**config.mk**
```make
export PLATFORM = sky130hd
export DESIGN_NAME = time_based_event_debouncer
export DESIGN_NICKNAME = d
export VERILOG_FILES = /design/src/rtl/tbd_pkg.sv /design/src/rtl/time_based_event_debouncer.sv /design/src/rtl/tbd_mem.sv /design/src/rtl/tbd_cmp.sv
export VERILOG_INCLUDE_DIRS = /design/src /design/src/rtl
export SDC_FILE = /design/constraint.sdc
export NUM_CORES = 2
export LEC_CHECK = 0
export BUFFER_PORTS_ARGS = -buffer_cell sky130_fd_sc_hd__buf_2
export CAP_MARGIN = 0
export CORE_MARGIN = 2
export CORE_UTILIZATION = 30
export DETAILED_ROUTE_END_ITERATION = 16
export PLACE_DENSITY_LB_ADDON = 0.12
export SKIP_LAST_GASP = 1
export SLEW_MARGIN = 15
export SYNTH_ARGS = -nofsm -noshare
export SYNTH_HDL_FRONTEND = slang
export SYNTH_SLANG_ARGS = --single-unit
export TNS_END_PERCENT = 50
```
**constraint.sdc**
```tcl
create_clock -name clk -period 14.5 [get_ports clk]
set_clock_uncertainty 0.2 [all_clocks]
set_input_delay 2.175 -clock clk [delete_from_list [all_inputs] [get_ports clk]]
set_output_delay 2.175 -clock clk [all_outputs]
set_load 0.02 [all_outputs]
```
**src/rtl/time_based_event_debouncer_macros.svh**
```systemverilog
// assertion macros for the event debouncer
// no dependencies; included by the top level only
`ifndef TIME_BASED_EVENT_DEBOUNCER_MACROS_SVH
`define TIME_BASED_EVENT_DEBOUNCER_MACROS_SVH

// same-cycle implication, disabled during reset
`define TBD_ASSERT_NOW(label, clk, rst, ante, cons) \
  label: assert property (@(posedge clk) disable iff (rst) (ante) |-> (cons)) \
    else $error("assertion failed: same-cycle implication");

// next-cycle implication, disabled during reset
`define TBD_ASSERT_NEXT(label, clk, rst, ante, cons) \
  label: assert property (@(posedge clk) disable iff (rst) (ante) |=> (cons)) \
    else $error("assertion failed: next-cycle implication");

`endif

```
**src/rtl/tbd_pkg.sv**
```systemverilog
// shared types and constants of the event debouncer
// no dependencies
package tbd_pkg;

  localparam int unsigned EVENT_COUNT_DEF = 32;
  localparam int unsigned MAX_RESULTS     = 32;
  localparam int unsigned CNT_W           = $clog2(MAX_RESULTS + 1);
  localparam int unsigned TIME_W          = 32;
  localparam int unsigned ID_W            = 8;

  localparam logic [TIME_W-1:0] FAIL_TIME_RESET = 32'd100;
  localparam logic [TIME_W-1:0] PASS_TIME_RESET = 32'd100;

  // input selector carried on s_tuser
  localparam logic FUNC_REPORT = 1'b0;
  localparam logic FUNC_TICK   = 1'b1;

  // result kind carried on m_tuser
  localparam logic KIND_ACK       = 1'b0;
  localparam logic KIND_QUALIFIED = 1'b1;

  // report status codes
  localparam logic [1:0] STATUS_FAILED    = 2'd0;
  localparam logic [1:0] STATUS_PASSED    = 2'd1;
  localparam logic [1:0] STATUS_PREFAILED = 2'd2;
  localparam logic [1:0] STATUS_PREPASSED = 2'd3;

  // qualified status codes
  localparam logic QSTAT_FAILED = 1'b0;
  localparam logic QSTAT_PASSED = 1'b1;

  // configuration register indexes
  localparam logic REG_FAIL_TIME = 1'b0;
  localparam logic REG_PASS_TIME = 1'b1;

  typedef enum logic [1:0] {
    ST_IDLE,
    ST_REPORT,
    ST_SCAN,
    ST_FLUSH
  } state_t;

  // one timer table entry
  typedef struct packed {
    logic [TIME_W-1:0] start_time;
    logic [TIME_W-1:0] duration;
  } timer_entry_t;

endpackage

```
**src/rtl/time_based_event_debouncer.sv**
```systemverilog
// Event debouncer with one timer per event number. A report item (s_tuser 0) is accepted,
// then updates the table and loads the acknowledge, waiting while an earlier result still
// holds the output register. A tick item (s_tuser 1) walks the table one entry per cycle,
// pausing while a held expiry waits on a busy output, through a single read port and one
// shared subtract-and-compare unit; expired entries are reported in ascending order, the
// final one with m_tlast set, and a tick with no expiry gives no result. At most
// MAX_RESULTS results come from one tick; further expired entries stay armed for a later
// tick. s_tready is high only between items; the output register lets a new item enter
// while a result waits. Debounce times are sampled when a timer starts. No clearing
// pass follows reset.
// depends on tbd_pkg, tbd_mem, tbd_cmp and the macros header
module time_based_event_debouncer #(
  parameter int unsigned EVENT_COUNT = tbd_pkg::EVENT_COUNT_DEF
) (
  input  logic        clk,
  input  logic        rst,
  // input stream
  input  logic        s_tvalid,
  output logic        s_tready,
  input  logic [47:0] s_tdata,   // event_id[7:0], status[9:8], tick_ms[41:10], zero[47:42]
  input  logic        s_tuser,   // func
  // result stream
  output logic        m_tvalid,
  input  logic        m_tready,
  output logic [15:0] m_tdata,   // accepted[0], out_event[8:1], out_status[9], zero[15:10]
  output logic        m_tuser,   // kind
  output logic        m_tlast,
  // configuration write port
  input  logic        cfg_we,
  input  logic        cfg_index,
  input  logic [31:0] cfg_data
);

  localparam int unsigned IDX_W = $clog2(EVENT_COUNT);
  localparam logic [IDX_W-1:0] IDX_LAST = IDX_W'(EVENT_COUNT - 1);

  // configuration registers
  logic [tbd_pkg::TIME_W-1:0] fail_time_ms;
  logic [tbd_pkg::TIME_W-1:0] pass_time_ms;

  // latched item
  logic [tbd_pkg::ID_W-1:0]   cur_id;
  logic [1:0]                 cur_status;
  logic [tbd_pkg::TIME_W-1:0] cur_tick;

  // per-entry flags
  logic [EVENT_COUNT-1:0] running;
  logic [EVENT_COUNT-1:0] last_failed;

  // sequencer
  tbd_pkg::state_t state, state_next;
  logic [IDX_W-1:0]          idx;
  logic [tbd_pkg::CNT_W-1:0] n_hits;

  // held expiry waiting to learn whether it is the last
  logic             pend_valid;
  logic [IDX_W-1:0] pend_event;
  logic             pend_status;

  // output register
  logic                     out_valid;
  logic                     out_kind;
  logic                     out_acc;
  logic [tbd_pkg::ID_W-1:0] out_event;
  logic                     out_status;
  logic                     out_last;

  // control from the sequencer
  logic                     in_acc;
  logic                     out_free;
  logic                     out_load;
  logic                     out_kind_next;
  logic                     out_acc_next;
  logic [tbd_pkg::ID_W-1:0] out_event_next;
  logic                     out_status_next;
  logic                     out_last_next;
  logic                     pend_load;
  logic                     pend_drop;
  logic                     scan_step;
  logic                     hit_take;
  logic                     run_set;
  logic                     mem_wen;
  logic [IDX_W-1:0]         rd_addr;

  // report decode
  logic                  id_ok;
  logic                  is_start;
  logic                  rpt_failed;
  logic [IDX_W-1:0]      rpt_idx;
  tbd_pkg::timer_entry_t wentry;

  // scan datapath
  tbd_pkg::timer_entry_t rentry;
  logic                  expired;
  logic                  hit;

  tbd_mem #(
    .DEPTH (EVENT_COUNT),
    .AW    (IDX_W)
  ) u_mem (
    .clk   (clk),
    .wen   (mem_wen),
    .waddr (rpt_idx),
    .wdata (wentry),
    .raddr (rd_addr),
    .rdata (rentry)
  );

  tbd_cmp u_cmp (
    .now     (cur_tick),
    .entry   (rentry),
    .expired (expired)
  );

  // configuration writes
  always_ff @(posedge clk) begin
    if (rst) begin
      fail_time_ms <= tbd_pkg::FAIL_TIME_RESET;
      pass_time_ms <= tbd_pkg::PASS_TIME_RESET;
    end else if (cfg_we) begin
      if (cfg_index == tbd_pkg::REG_FAIL_TIME) begin
        fail_time_ms <= cfg_data;
      end else begin
        pass_time_ms <= cfg_data;
      end
    end
  end

  // report decode
  always_comb begin
    id_ok      = (cur_id != '0) && (cur_id < tbd_pkg::ID_W'(EVENT_COUNT));
    rpt_idx    = cur_id[IDX_W-1:0];
    rpt_failed = (cur_status == tbd_pkg::STATUS_FAILED);
    is_start   = (cur_status == tbd_pkg::STATUS_FAILED) ||
                 (cur_status == tbd_pkg::STATUS_PASSED);
    wentry.start_time = cur_tick;
    wentry.duration   = rpt_failed ? fail_time_ms : pass_time_ms;
  end

  assign out_free = !out_valid || m_tready;
  assign s_tready = (state == tbd_pkg::ST_IDLE);
  assign in_acc   = s_tvalid && s_tready;
  assign hit      = running[idx] && expired && (n_hits < tbd_pkg::CNT_W'(tbd_pkg::MAX_RESULTS));

  // state register
  always_ff @(posedge clk) begin
    if (rst) begin
      state <= tbd_pkg::ST_IDLE;
    end else begin
      state <= state_next;
    end
  end

  // next state and sequencer outputs
  always_comb begin
    state_next      = state;
    out_load        = 1'b0;
    out_kind_next   = tbd_pkg::KIND_ACK;
    out_acc_next    = 1'b0;
    out_event_next  = cur_id;
    out_status_next = tbd_pkg::QSTAT_FAILED;
    out_last_next   = 1'b1;
    pend_load       = 1'b0;
    pend_drop       = 1'b0;
    scan_step       = 1'b0;
    hit_take        = 1'b0;
    run_set         = 1'b0;
    mem_wen         = 1'b0;
    rd_addr         = idx;
    case (state)
      tbd_pkg::ST_IDLE: begin
        rd_addr = '0;
        if (in_acc) begin
          state_next = (s_tuser == tbd_pkg::FUNC_TICK) ? tbd_pkg::ST_SCAN : tbd_pkg::ST_REPORT;
        end
      end
      tbd_pkg::ST_REPORT: begin
        if (out_free) begin
          out_load     = 1'b1;
          out_acc_next = id_ok;
          if (id_ok && is_start &&
              (!running[rpt_idx] || (last_failed[rpt_idx] != rpt_failed))) begin
            mem_wen = 1'b1;
            run_set = 1'b1;
          end
          state_next = tbd_pkg::ST_IDLE;
        end
      end
      tbd_pkg::ST_SCAN: begin
        // stall only when a second expiry must push the held one out
        if (!(hit && pend_valid && !out_free)) begin
          scan_step = 1'b1;
          if (hit) begin
            hit_take  = 1'b1;
            pend_load = 1'b1;
            if (pend_valid) begin
              out_load        = 1'b1;
              out_kind_next   = tbd_pkg::KIND_QUALIFIED;
              out_event_next  = tbd_pkg::ID_W'(pend_event);
              out_status_next = pend_status;
              out_last_next   = 1'b0;
            end
          end
          if (idx == IDX_LAST) begin
            state_next = tbd_pkg::ST_FLUSH;
          end else begin
            rd_addr = idx + 1'b1;
          end
        end
      end
      tbd_pkg::ST_FLUSH: begin
        if (!pend_valid) begin
          state_next = tbd_pkg::ST_IDLE;
        end else if (out_free) begin
          out_load        = 1'b1;
          out_kind_next   = tbd_pkg::KIND_QUALIFIED;
          out_event_next  = tbd_pkg::ID_W'(pend_event);
          out_status_next = pend_status;
          out_last_next   = 1'b1;
          pend_drop       = 1'b1;
          state_next      = tbd_pkg::ST_IDLE;
        end
      end
      default: begin
        state_next = tbd_pkg::ST_IDLE;
      end
    endcase
  end

  // item latch
  always_ff @(posedge clk) begin
    if (in_acc) begin
      cur_id     <= s_tdata[7:0];
      cur_status <= s_tdata[9:8];
      cur_tick   <= s_tdata[41:10];
    end
  end

  // scan index and per-tick result count
  always_ff @(posedge clk) begin
    if (rst) begin
      idx    <= '0;
      n_hits <= '0;
    end else if (in_acc) begin
      idx    <= '0;
      n_hits <= '0;
    end else begin
      if (scan_step && (idx != IDX_LAST)) begin
        idx <= idx + 1'b1;
      end
      if (hit_take) begin
        n_hits <= n_hits + 1'b1;
      end
    end
  end

  // timer flags
  always_ff @(posedge clk) begin
    if (rst) begin
      running     <= '0;
      last_failed <= '0;
    end else if (run_set) begin
      running[rpt_idx]     <= 1'b1;
      last_failed[rpt_idx] <= rpt_failed;
    end else if (hit_take) begin
      running[idx] <= 1'b0;
    end
  end

  // held expiry
  always_ff @(posedge clk) begin
    if (rst) begin
      pend_valid <= 1'b0;
    end else if (pend_load) begin
      pend_valid <= 1'b1;
    end else if (pend_drop) begin
      pend_valid <= 1'b0;
    end
  end

  always_ff @(posedge clk) begin
    if (pend_load) begin
      pend_event  <= idx;
      pend_status <= last_failed[idx] ? tbd_pkg::QSTAT_FAILED : tbd_pkg::QSTAT_PASSED;
    end
  end

  // output register
  always_ff @(posedge clk) begin
    if (rst) begin
      out_valid <= 1'b0;
    end else if (out_load) begin
      out_valid <= 1'b1;
    end else if (m_tready) begin
      out_valid <= 1'b0;
    end
  end

  always_ff @(posedge clk) begin
    if (out_load) begin
      out_kind   <= out_kind_next;
      out_acc    <= out_acc_next;
      out_event  <= out_event_next;
      out_status <= out_status_next;
      out_last   <= out_last_next;
    end
  end

  assign m_tvalid = out_valid;
  assign m_tuser  = out_kind;
  assign m_tlast  = out_last;
  assign m_tdata  = {6'b0, out_status, out_event, out_acc};

  // checks
  `include "time_based_event_debouncer_macros.svh"

  `TBD_ASSERT_NOW(a_pend_in_scan, clk, rst, pend_valid, (state == tbd_pkg::ST_SCAN) || (state == tbd_pkg::ST_FLUSH))
  `TBD_ASSERT_NOW(a_hits_bounded, clk, rst, 1'b1, n_hits <= tbd_pkg::CNT_W'(tbd_pkg::MAX_RESULTS))
  `TBD_ASSERT_NEXT(a_report_ack, clk, rst, (state == tbd_pkg::ST_REPORT) && out_free, m_tvalid && (m_tuser == tbd_pkg::KIND_ACK) && m_tlast)
  `TBD_ASSERT_NEXT(a_idle_clean, clk, rst, state == tbd_pkg::ST_IDLE, !pend_valid)

endmodule

```
**src/rtl/tbd_mem.sv**
```systemverilog
// timer table memory: start time and duration per event
// depends on tbd_pkg
module tbd_mem #(
  parameter int unsigned DEPTH = tbd_pkg::EVENT_COUNT_DEF,
  parameter int unsigned AW    = $clog2(DEPTH)
) (
  input  logic                 clk,
  input  logic                 wen,
  input  logic [AW-1:0]        waddr,
  input  tbd_pkg::timer_entry_t wdata,
  input  logic [AW-1:0]        raddr,
  output tbd_pkg::timer_entry_t rdata
);

  tbd_pkg::timer_entry_t mem [DEPTH];

  // single write port
  always_ff @(posedge clk) begin
    if (wen) begin
      mem[waddr] <= wdata;
    end
  end

  // registered read port
  always_ff @(posedge clk) begin
    rdata <= mem[raddr];
  end

endmodule

```
**src/rtl/tbd_cmp.sv**
```systemverilog
// shared expiry unit: wrapped elapsed time against duration
// depends on tbd_pkg
module tbd_cmp (
  input  logic [tbd_pkg::TIME_W-1:0] now,
  input  tbd_pkg::timer_entry_t      entry,
  output logic                       expired
);

  logic [tbd_pkg::TIME_W-1:0] elapsed;

  // modulo 2^32 difference, then unsigned compare
  always_comb begin
    elapsed = now - entry.start_time;
    expired = (elapsed >= entry.duration);
  end

endmodule

```
==> results.cfg <==
[outcome]
status = finished, final reports clean

[floorplan]
die_w_um = 561
dieArea_um2 = 314000
core_um2 = 309000
rows = 204
start_util_pct = 30.1
ioPinCount = 107
fp.dieH_um = 561

[power_and_ir_drop]
max-vdd-ir-drop_v = 0.0000870
p_leak_uw = 0.0376
powerDensity_nw_per_um2 = 138

[sta]
maxSlewViolCount = 0
finalCritPeriodShare_pct = 71.5
rsz0062_at_grt = no
hold_ws_ns = 0.251
slew_headroom_pct = 20.9
finalHoldViolations = 0
finalCriticalPeriod_ns = 10.36
setup_viol = 0
tightest_slew_ns = 1.18
max_freq_mhz = 96.5
finalSetupTns_ns = 0

[synthesis]
synth.area.top_cells = edfxtp_1, nand2_1, dfxtp_1
synth_cells = 6728
synth_edf_count = 2108
synth-seq-cells = 2315
synth_top_area_share_pct = 68.1
synth-seq-area-share_pct = 72.6
ys.flop_type = edfxtp_1
synth_warnings = 0
synth_top_area_cell = edfxtp_1
syn_area_um2 = 92900
synth.avg_cell_area_um2 = 13.8
async_reset_ff_share_pct = 0
synth_cell_types = 78

[drt]
drt_first_pass_iters = 5
drc = 0
ant_nets = 0
drt_wl_total_mm = 320
drt_iter0_drc = 5417
viasPerCell = 5.15
avgRoutedWirePerCell_um = 28.5
vias = 57700

[global_routing]
grt_start_max_net_pins = 149
grt_antenna_before_repair = 12
grt_pass1_vias = 56700
grt_pass1_wl_mm = 446
grt_overflow = 0
grtUsageTotal_pct = 19.8

[critical_path]
r2r-start = cur_tick[0]$_DFFE_PP_
r2r_end = u_mem.rdata[42]$_DFF_P_
cpPeakStageDelay_ns = 0.97
critPathMostFrequentCell = buf_4
reg2reg_depth = 32
crit_end = u_mem.rdata[42]$_DFF_P_
worstSetupStartpoint = cur_tick[0]$_DFFE_PP_
start_kind = flop
cp.arrival_ns = 10.89
cp_max_fo = 33
crit_type = flop to flop
required_ns = 15.03
slowest_stage = a31oi_2
r2r_slack_ns = 4.14
cp-end-kind = flop

[finish]
final_nets = 7040
multiInputGateArea_um2 = 23500
regArea_um2 = 67400
final_cells = 11200
drive_gt1_share_pct = 10.8
fillers = 30000
syn2layout_area_growth_pct = 15.4
mostFrequentLayoutCell = edfxtp_1
most-common-layout-cells = edfxtp_1, nand2_1, mux2i_1

[placed_design]
place_inst = 10700
dp.final_hpwl_mm = 157
numPortBuffers = 94
gp_congestion = 0.756

[clock_tree]
post_cts_resized = 0
cts_buffer_depth = 4
post_cts.repair.setup_buffers = 0
cts-htree-levels = 5
clk_latency_ns = 0.88
cts_tree = done
cts_made_buffers = 272
cts.clk_slew.worst_paths_ns = 0.06
cts_sinks = 2315
cts-root-buf = clkbuf_16
holdBufCountCts = 0

[job]
drv_cap = 0

[hold_path]
min_path_type = flop to flop
[critical path, delay by kind of cell (launching register included)]
family | cells | cell delay [ns]
AO/OA/AOI/OAI | 14 | 4.72
XOR/XNOR | 1 | 0.14
adder cells (fa/ha/maj) | 3 | 1.25
buffers and inverters | 7 | 2.15
flip-flops | 1 | 0.36
multiplexers | 1 | 0.30
AND/OR/NAND/NOR | 6 | 0.85
[metrics by stage]
stage / setup WS (ns) / utilization [%] / total power (µW) / instance area [µm²]
after floorplan: 6.07 / - / 8040 / 93200
after global placement: 4.22 / 32.0 / 8350 / 98800
after detailed placement: 4.16 / 32.0 / 8350 / 98800
after CTS: 4.12 / 34.7 / 14900 / 107000
after global routing: 3.91 / 34.7 / 15300 / 107000
final: 4.14 / 34.7 / 14800 / 107000
[sequential cells by signal, indices dropped and copies added, names as in the netlist]
signal,count
m_tvalid,1
fail_time_ms,32
out_event,8
u_mem.mem,2048
pend_valid,1
pend_status,1
cur_tick,32
m_tlast,1
last_failed,32
cur_status,2
running,32
m_tuser,1
state,2
n_hits,6
pend_event,5
u_mem.rdata,64
out_status,1
out_acc,1
pass_time_ms,32
idx,5
cur_id,8
[layout make-up]
class	instances	share of cell area (%)
diodes	6	0.0140
clock buffers	379	6.98
clock inverters	102	0.839
inverters	172	0.602
multi-input cells	3861	21.9
flip-flops and latches	2315	62.9
well taps	4120	4.81
repair buffers	260	1.91
[cells by family (layout without fill, tap and decap cells)]
| group | Yosys count | in the layout | share of synthesized area, % |
|---|---|---|---|
| AOI/OAI and AO/OA | 1238 | 1238 | 9.31 |
| xor gates and xnor gates | 36 | 36 | 0.339 |
| adders and majority gates | 71 | 71 | 0.964 |
| buffers and inverters | 621 | 913 | 2.83 |
| DFF | 2315 | 2315 | 72.6 |
| muxes | 392 | 392 | 4.73 |
| other | 1 | 76 | 0.00404 |
| and+or+nand+nor | 2054 | 2054 | 9.24 |
[cell usage after synthesis (14+ instances only)]
| library cell | count |
|---|---|
| edfxtp_1 | 2108 |
| nand2_1 | 1467 |
| mux2i_1 | 318 |
| a21oi_1 | 299 |
| nand3_1 | 293 |
| clkbuf_1 | 246 |
| dfxtp_1 | 207 |
| inv_1 | 172 |
| a31oi_1 | 153 |
| a22oi_1 | 145 |
| buf_2 | 135 |
| a211oi_1 | 126 |
| nor2_1 | 118 |
| a311oi_1 | 92 |
| o2111ai_1 | 75 |
| ha_1 | 70 |
| a221oi_1 | 60 |
| o21ai_0 | 60 |
| nand3b_1 | 47 |
| a221o_1 | 42 |
| nand4_1 | 41 |
| o21ai_1 | 41 |
| mux2_2 | 38 |
| buf_1 | 37 |
| a21boi_0 | 36 |
| mux4_2 | 34 |
| buf_4 | 28 |
| xnor2_1 | 27 |
| a32oi_1 | 20 |
| o211ai_1 | 20 |
| nor3_1 | 19 |
| a21o_1 | 14 |
[worst min path at each step]
| stage | start | end | slack [ns] | depth (start not counted) |
|---|---|---|---|---|
| final | pass_time_ms[1]$_SDFFE_PP0P_ | pass_time_ms[1]$_SDFFE_PP0P_ | 0.25 | 2 |
| after global routing | fail_time_ms[22]$_SDFFE_PP0P_ | fail_time_ms[22]$_SDFFE_PP0P_ | 0.27 | 2 |
| after CTS | fail_time_ms[26]$_SDFFE_PP0P_ | fail_time_ms[26]$_SDFFE_PP0P_ | 0.25 | 2 |
| after detailed placement | fail_time_ms[21]$_SDFFE_PP0P_ | fail_time_ms[21]$_SDFFE_PP0P_ | 0.24 | 2 |
| after global placement | fail_time_ms[17]$_SDFFE_PP0P_ | fail_time_ms[17]$_SDFFE_PP0P_ | 0.24 | 2 |
| after floorplan | idx[4]$_SDFFE_PP0P_ | pend_event[4]$_DFFE_PP_ | 0.23 | 0 |
[routing by layer]
layer / GRT usage [%] / wire [µm] / vias up
li1: - / - / 25700
met1: 27.4 / 145000 / 30200
met2: 33.5 / 155000 / 1511
met3: 2.09 / 13700 / 372
met4: 4.54 / 6540 / 2
met5: 0 / 13 / -
[power breakdown]
group,switching [µW],leakage (µW),internal [µW]
clock,2800,0.00407,3760
combinational,573,0.0122,241
sequential,34.9,0.0213,7360
Power figures use the tool's default switching activity.
